$ cat config.mk
export PLATFORM = sky130hd
export DESIGN_NAME = sorted_unique_set
export DESIGN_NICKNAME = d
export VERILOG_FILES = /design/src/sus_pkg.sv /design/src/sorted_unique_set.sv
export SDC_FILE = /design/constraint.sdc
export NUM_CORES = 1
export LEC_CHECK = 0
export BUFFER_PORTS_ARGS = -buffer_cell sky130_fd_sc_hd__buf_4
export CORE_MARGIN = 1
export CORE_UTILIZATION = 65
export CTS_BUF_LIST = sky130_fd_sc_hd__clkbuf_8
export DETAILED_ROUTE_END_ITERATION = 8
export GPL_TIMING_DRIVEN = 0
export PLACE_DENSITY = 0.81
export SLEW_MARGIN = 20
export SYNTH_ARGS = -nofsm -noshare
export SYNTH_HDL_FRONTEND = slang
export SYNTH_SLANG_ARGS = --single-unit
$ cat constraint.sdc
create_clock -name clk -period 6.2 [get_ports clk]
set_input_delay 1.86 -clock clk [delete_from_list [all_inputs] [get_ports clk]]
set_output_delay 1.86 -clock clk [all_outputs]
set_load 0.01 [all_outputs]
$ cat src/sus_pkg.sv
// Package for the sorted unique set: field widths, request and result types, codes.
package sus_pkg;

  localparam int CAPACITY = 64;
  localparam int IDX_W    = $clog2(CAPACITY);
  localparam int CNT_W    = $clog2(CAPACITY + 1);

  localparam int CMD_W    = 2;
  localparam int VAL_W    = 9;
  localparam int LIMIT_W  = 10;
  localparam int STATUS_W = 3;
  localparam int POS_W    = 6;
  localparam int COUNT_W  = 7;

  typedef logic [CMD_W-1:0]    cmd_t;
  typedef logic [VAL_W-1:0]    val_t;
  typedef logic [LIMIT_W-1:0]  limit_t;
  typedef logic [STATUS_W-1:0] status_t;
  typedef logic [POS_W-1:0]    pos_t;
  typedef logic [COUNT_W-1:0]  count_t;
  typedef logic [IDX_W-1:0]    idx_t;
  typedef logic [CNT_W-1:0]    cnt_t;

  localparam cmd_t CMD_INSERT = 2'd0;
  localparam cmd_t CMD_DELETE = 2'd1;
  localparam cmd_t CMD_DUMP   = 2'd2;

  localparam status_t ST_DONE     = 3'd0;
  localparam status_t ST_DUP      = 3'd1;
  localparam status_t ST_FULL     = 3'd2;
  localparam status_t ST_RANGE    = 3'd3;
  localparam status_t ST_NOTFOUND = 3'd4;
  localparam status_t ST_ENTRY    = 3'd5;
  localparam status_t ST_EMPTY    = 3'd6;

  localparam limit_t LIMIT_RESET = 10'd500;

  typedef struct packed {
    cmd_t cmd;
    val_t value;
  } in_req_t;

  typedef struct packed {
    status_t status;
    val_t    value_res;
    pos_t    position;
    count_t  count;
    logic    last;
  } out_res_t;

endpackage

$ cat src/sorted_unique_set.sv
// Sorted set of distinct values kept in a single-port-read table memory.
//
// A request is taken when start is high and busy is low. Insert and delete
// each give one result; a dump gives one result per held entry in ascending
// order, with last set on the final one, or a single empty result.
// Results appear on out_res for exactly one cycle, marked by out_valid;
// the receiver cannot stall them.
// The table memory has one read port with a registered output, so every step
// that looks at an entry presents the address in one state and uses the data in another:
//   insert or delete: S_SRCH and S_CMP for each entry compared, S_SHRD and S_SHWR
//     for each entry moved; a search and a shift together never cover more than
//     CAPACITY entries;
//   dump: S_DRD and S_DOUT for each entry, one result per entry;
//   out-of-range inserts and empty dumps: result in the next cycle.
// Command code 3 is dropped without a result. The limit register is written through
// cfg_we/cfg_wdata; the user must write it only while idle, which is not enforced.
// Reset empties the set, sets the limit to 500 and needs no clearing pass:
// only entries below the fill count are ever used.
module sorted_unique_set
  import sus_pkg::*;
(
  input  logic     clk,
  input  logic     rst_n,
  input  logic     start,
  output logic     busy,
  input  in_req_t  in_req,
  output logic     out_valid,
  output out_res_t out_res,
  input  logic     cfg_we,
  input  limit_t   cfg_wdata
);

  typedef enum logic [6:0] {
    S_IDLE = 7'b0000001,
    S_SRCH = 7'b0000010,
    S_CMP  = 7'b0000100,
    S_SHRD = 7'b0001000,
    S_SHWR = 7'b0010000,
    S_DRD  = 7'b0100000,
    S_DOUT = 7'b1000000
  } state_t;

  localparam cnt_t CAP_CNT = CNT_W'(CAPACITY);
  localparam cnt_t ONE     = CNT_W'(1);

  state_t   state_r, state_nxt;
  logic     is_del_r, is_del_nxt;
  val_t     val_r, val_nxt;
  cnt_t     cnt_r, cnt_nxt;
  cnt_t     idx_r, idx_nxt;
  cnt_t     pos_r, pos_nxt;
  limit_t   limit_r;
  logic     out_valid_r, out_valid_nxt;
  out_res_t out_res_r, out_res_nxt;

  val_t     mem [CAPACITY];
  val_t     rdata_r;
  idx_t     raddr;
  logic     we;
  idx_t     waddr;
  val_t     wdata;

  logic     srch_end;
  logic     found;
  logic     accept;

  assign busy      = (state_r != S_IDLE);
  assign accept    = start && !busy;
  assign out_valid = out_valid_r;
  assign out_res   = out_res_r;

  always_ff @(posedge clk) begin
    if (we) begin
      mem[waddr] <= wdata;
    end
    rdata_r <= mem[raddr];
  end

  always_comb begin
    state_nxt     = state_r;
    is_del_nxt    = is_del_r;
    val_nxt       = val_r;
    cnt_nxt       = cnt_r;
    idx_nxt       = idx_r;
    pos_nxt       = pos_r;
    out_valid_nxt = 1'b0;
    out_res_nxt   = out_res_r;
    raddr         = idx_r[IDX_W-1:0];
    we            = 1'b0;
    waddr         = idx_r[IDX_W-1:0];
    wdata         = rdata_r;
    srch_end      = 1'b0;
    found         = 1'b0;

    unique case (state_r)
      S_IDLE: begin
        if (accept) begin
          val_nxt    = in_req.value;
          is_del_nxt = (in_req.cmd == CMD_DELETE);
          idx_nxt    = '0;
          if (in_req.cmd == CMD_INSERT && {1'b0, in_req.value} >= limit_r) begin
            out_valid_nxt = 1'b1;
            out_res_nxt   = '{ST_RANGE, in_req.value, '0, count_t'(cnt_r), 1'b1};
          end else if (in_req.cmd == CMD_INSERT || in_req.cmd == CMD_DELETE) begin
            state_nxt = S_SRCH;
          end else if (in_req.cmd == CMD_DUMP) begin
            if (cnt_r == '0) begin
              out_valid_nxt = 1'b1;
              out_res_nxt   = '{ST_EMPTY, '0, '0, '0, 1'b1};
            end else begin
              state_nxt = S_DRD;
            end
          end
        end
      end
      S_SRCH: begin
        if (idx_r == cnt_r) begin
          srch_end = 1'b1;
        end else begin
          state_nxt = S_CMP;
        end
      end
      S_CMP: begin
        if (rdata_r < val_r) begin
          idx_nxt   = idx_r + ONE;
          state_nxt = S_SRCH;
        end else begin
          srch_end = 1'b1;
          found    = (rdata_r == val_r);
        end
      end
      S_SHRD: begin
        if (!is_del_r) begin
          // Entries above the insertion point have moved up by one.
          if (idx_r == pos_r) begin
            we            = 1'b1;
            wdata         = val_r;
            cnt_nxt       = cnt_r + ONE;
            out_valid_nxt = 1'b1;
            out_res_nxt   = '{ST_DONE, val_r, pos_t'(pos_r), count_t'(cnt_r + ONE), 1'b1};
            state_nxt     = S_IDLE;
          end else begin
            raddr     = idx_t'(idx_r - ONE);
            state_nxt = S_SHWR;
          end
        end else begin
          if (idx_r + ONE >= cnt_r) begin
            cnt_nxt       = cnt_r - ONE;
            out_valid_nxt = 1'b1;
            out_res_nxt   = '{ST_DONE, val_r, pos_t'(pos_r), count_t'(cnt_r - ONE), 1'b1};
            state_nxt     = S_IDLE;
          end else begin
            raddr     = idx_t'(idx_r + ONE);
            state_nxt = S_SHWR;
          end
        end
      end
      S_SHWR: begin
        // The read and the write of one move never fall in the same cycle.
        we        = 1'b1;
        wdata     = rdata_r;
        idx_nxt   = is_del_r ? idx_r + ONE : idx_r - ONE;
        state_nxt = S_SHRD;
      end
      S_DRD: begin
        state_nxt = S_DOUT;
      end
      S_DOUT: begin
        out_valid_nxt = 1'b1;
        out_res_nxt   = '{ST_ENTRY, rdata_r, pos_t'(idx_r), count_t'(cnt_r),
                          (idx_r + ONE == cnt_r)};
        if (idx_r + ONE == cnt_r) begin
          state_nxt = S_IDLE;
        end else begin
          idx_nxt   = idx_r + ONE;
          state_nxt = S_DRD;
        end
      end
      default: begin
        state_nxt = S_IDLE;
      end
    endcase

    if (srch_end) begin
      if (!is_del_r) begin
        if (found) begin
          out_valid_nxt = 1'b1;
          out_res_nxt   = '{ST_DUP, val_r, pos_t'(idx_r), count_t'(cnt_r), 1'b1};
          state_nxt     = S_IDLE;
        end else if (cnt_r >= CAP_CNT) begin
          out_valid_nxt = 1'b1;
          out_res_nxt   = '{ST_FULL, val_r, '0, count_t'(cnt_r), 1'b1};
          state_nxt     = S_IDLE;
        end else begin
          pos_nxt   = idx_r;
          idx_nxt   = cnt_r;
          state_nxt = S_SHRD;
        end
      end else begin
        if (found) begin
          pos_nxt   = idx_r;
          idx_nxt   = idx_r;
          state_nxt = S_SHRD;
        end else begin
          out_valid_nxt = 1'b1;
          out_res_nxt   = '{ST_NOTFOUND, val_r, '0, count_t'(cnt_r), 1'b1};
          state_nxt     = S_IDLE;
        end
      end
    end
  end

  always_ff @(posedge clk) begin
    if (!rst_n) begin
      state_r     <= S_IDLE;
      cnt_r       <= '0;
      limit_r     <= LIMIT_RESET;
      out_valid_r <= 1'b0;
    end else begin
      state_r     <= state_nxt;
      cnt_r       <= cnt_nxt;
      out_valid_r <= out_valid_nxt;
      if (cfg_we) begin
        limit_r <= cfg_wdata;
      end
    end
  end

  always_ff @(posedge clk) begin
    is_del_r  <= is_del_nxt;
    val_r     <= val_nxt;
    idx_r     <= idx_nxt;
    pos_r     <= pos_nxt;
    out_res_r <= out_res_nxt;
  end

`ifndef SYNTHESIS
  a_cnt_bound: assert property (@(posedge clk) disable iff (!rst_n)
    cnt_r <= CAP_CNT)
    else $error("fill count exceeds capacity");

  a_count_field: assert property (@(posedge clk) disable iff (!rst_n)
    out_valid |-> out_res.count == count_t'(cnt_r))
    else $error("reported count differs from held count");

  a_more_follows: assert property (@(posedge clk) disable iff (!rst_n)
    (out_valid && !out_res.last) |-> busy)
    else $error("non-final result while idle");

  a_insert_grows: assert property (@(posedge clk) disable iff (!rst_n)
    (out_valid && out_res.status == ST_DONE && !is_del_r)
      |-> cnt_r == $past(cnt_r) + ONE)
    else $error("stored insert did not grow the set by one");
`endif

endmodule

==> reports/metrics.yaml <==
pwr:
  p_seq_share_pct: 45.0
  intPower_mw: 8.58
  pwr_density_cell_mw_per_mm2: 399
  pwr-share-clk_pct: 27.8
  irDropWorstVdd_v: 0.000255
  power.switching_mw: 3.89
  power.share.combinational_pct: 27.2
  power_leakage_nw: 10.6
  switching_share_pct: 31.2
critical_path:
  cp-endpoint: "rdata_r[4]"
  cp-startpoint: "idx_r[3]"
  crit_path_cell_trace: "clkbuf_2 -> clkbuf_2 -> nand3_2 -> nor2_1 -> xnor2_1 -> inv_1 -> ha_1 -> and4_1 -> o21a_1 -> a211oi_4 -> o21ai_4 -> xnor2_4 -> buf_6 -> nand3_2 -> buf_2 -> o221ai_1 -> a221oi_1 -> a221oi_1 -> a31o_1"
  crit_buf_inv: 5
  crit_family: "compound AO/OA/AOI/OAI gates"
  cp-end-kind: "flop"
  cpPeakStageDelay_ns: 0.58
  slowest_stage: "a221oi_1"
  crit_fanout: 10
  startpoint_type: "flop"
  r2r-start: "idx_r[3]"
  worst_ep_required_time_ns: 6.81
  r2r_setup_slack_ns: 0.1
  critPathKind: "flop to flop"
  crit_arrival_ns: 6.71
  crit_cells: 19
  r2r-end: "rdata_r[4]"
  worstRegToRegCells: 19
cts:
  cts_max_path_buffers: 3
  cts_tree: "yes"
  numCtsBuffers: 101
  holdBufCountCts: 0
  cts_sinks: 660
  cts_root_buffer: "clkbuf_8"
  clk_pin_slew_ns: 0.07
  cts.htree.levels: 3
  clk_latency_ns: 0.69
sta:
  max_freq_mhz: 164
  rsz0062_at_grt: "no"
  fin_crit_sh_pct: 98.4
  relSlewSlack_pct: 26.4
  setup-violations-final: 0
  tns_ns: 0
  skew_ns: 0.0307
  hold_viol_final: 0
  finalMaxSlewViolations: 0
  worst_pin_slew_ns: 1.10
  finalCriticalPeriod_ns: 6.10
route:
  drt.antenna.violating_nets: 0
  viasPerCell: 6.78
  drt-initial-drc-count: 2267
  wl_per_cell_um: 27.5
  wl_um: 68800
  drt_pass1_iterations: 6
  num_vias: 16960
  drcViolationCount: 0
placement:
  dp.final_hpwl_um: 47100
  io_buffer_count: 50
  gp_congestion: 0.955
  dp.cells: 2313
grt:
  overflow: 0
  grt_pass1_wl_um: 104000
  grt_start_max_net_pins: 65
  grt.busiest_layer: "met2"
  gr-usage-all-layers_pct: 32.6
  grtUsageMet1_pct: 44.4
  first_global_vias: 16905
  met2_usage_pct: 51.2
  gr-usage-met3_pct: 7.03
  antenna_found_initial: 0
final_layout:
  drive_above_1_share_pct: 19.5
  nNetsFinal: 1931
  area_growth_pct: 12.8
  instances_no_fill: 2501
  antenna_cells: 0
synth:
  synth_cell_types: 75
  synthesis.nets: 1765
  ys.flop_type: "edfxtp_1"
  synth-edff-count: 600
  synthArstFlopShare_pct: 0
  syn-cell-area_mm2: 0.0277
  synth_warnings: 0
  yosysSeqAreaShare_pct: 69.4
  synthCells: 1710
  syn_area_per_cell_um2: 16.2
  synth_seq_cells: 660
floorplanning:
  initial_utilization_pct: 66.0
  core_mm2: 0.0419
  die_y_um: 208
  dieArea_mm2: 0.0434
  rows: 75
  die_x_um: 208
  io_pins: 53
run:
  drv_cap: 0
hold_path:
  hold_path.class: "flop to flop"
run_status:
  status: "finished, final reports clean"
[area by class of cell]
type	count	area, um2
clock buffers	108	1490
fillers	2405	10700
repair buffers	64	746
flip-flops and latches	660	19200
multi-input cells	916	8040
well taps	539	674
inverters	36	135
clock inverters	81	467
plain buffers	97	489
[logic make-up after synthesis]
logic type,Yosys count,synth area share (%)
buf+inv,134,2.25
simple gates,339,5.62
compound gates,294,7.71
xor+xnor,36,1.19
fa+ha+maj,30,1.36
flops,660,69.4
mux,217,12.5
[timing repair]
| item | CTS | global route |
|---|---|---|
| gates resized for setup | 6 | 13 |
| pin swaps | 0 | 0 |
| setup buffers | 0 | 0 |
| endpoints found under the setup margin | 9 | 9 |
[worst min-delay path by stage]
stage,start,slack [ns],endpoint,cells past startpoint
finish,idx_r[2],0.45,pos_r[2],0
global route,idx_r[6],0.47,pos_r[6],0
CTS,idx_r[2],0.45,pos_r[2],0
detailed placement,idx_r[6],0.44,pos_r[6],0
global placement,idx_r[2],0.43,pos_r[2],0
floorplan,idx_r[2],0.42,pos_r[2],0
[Yosys cell counts (4+ instances only)]
library cell / n / area [um2]
a211oi_1: 10 / 75.1
a21boi_0: 5 / 37.5
a21o_1: 5 / 37.5
a21oi_1: 50 / 250
a221oi_1: 41 / 359
a22oi_1: 16 / 120
a31o_1: 8 / 70.1
a41oi_1: 5 / 43.8
and2_1: 8 / 50.1
and3_1: 10 / 62.6
buf_1: 10 / 37.5
buf_2: 27 / 135
buf_4: 5 / 37.5
buf_6: 9 / 101
clkbuf_1: 47 / 176
dfxtp_1: 60 / 1200
edfxtp_1: 600 / 18000
ha_1: 30 / 375
inv_1: 33 / 124
mux2i_1: 113 / 1130
mux4_2: 103 / 2320
nand2_1: 111 / 417
nand2b_1: 4 / 25.0
nand3_1: 30 / 150
nand4_1: 4 / 25.0
nor2_1: 109 / 409
nor2b_1: 9 / 56.3
nor3_1: 25 / 125
nor4_1: 5 / 31.3
o211a_1: 9 / 90.1
o211ai_1: 8 / 60.1
o21ai_0: 55 / 275
o221ai_1: 27 / 236
o22ai_1: 6 / 37.5
o2bb2ai_1: 8 / 70.1
o31ai_1: 4 / 30.0
xnor2_1: 21 / 184
xor2_1: 13 / 114
[power groups by stage]
stage | Sequential, mW | Combinational (mW) | Clock, mW
2_1_floorplan | 5.78 | 1.88 | 0
3_3_place_gp | 5.90 | 2.83 | 0
3_5_place_dp | 5.70 | 3.28 | 0
4_1_cts | 5.61 | 3.30 | 3.49
5_1_grt | 5.62 | 3.54 | 3.68
6_report | 5.61 | 3.39 | 3.47
[metal layers]
metal | routed length [um] | part of all wire, %
met5 | 0 | 0
met2 | 32500 | 47
met4 | 2710 | 3.9
met1 | 26000 | 38
met3 | 7560 | 11
[through the flow]
step	util [%]	area [um2]	worst slack (ns)	power (mW)	hold WS (ns)
final	74.5	31300	0.0984	12.5	0.449
after global routing	74.5	31300	0.0299	12.8	0.469
after CTS	74.4	31200	0.0191	12.4	0.451
after detailed placement	69.6	29200	-0.624	8.98	0.436
after global placement	68.5	28800	-3.05	8.72	0.426
after floorplan	-	27700	0.808	7.66	0.421
[cell usage in the layout (no fill, tap or decap), types with 43 or more instances in the layout]
master / n
clkbuf_8: 108
mux2i_1: 113
nand2_1: 111
dfxtp_1: 60
nor2_1: 107
clkbuf_1: 43
edfxtp_1: 600
mux4_2: 103
buf_4: 55
a21oi_1: 50
o21ai_0: 47
inv_1: 63
[state kept, by name, indices dropped and copies added (netlist names), 9 cells and up]
signal / flops
rdata_r: 9
mem: 576
val_r: 9
limit_r: 10
out_res: 26
No activity file was read; power rests on OpenSTA's default activity.
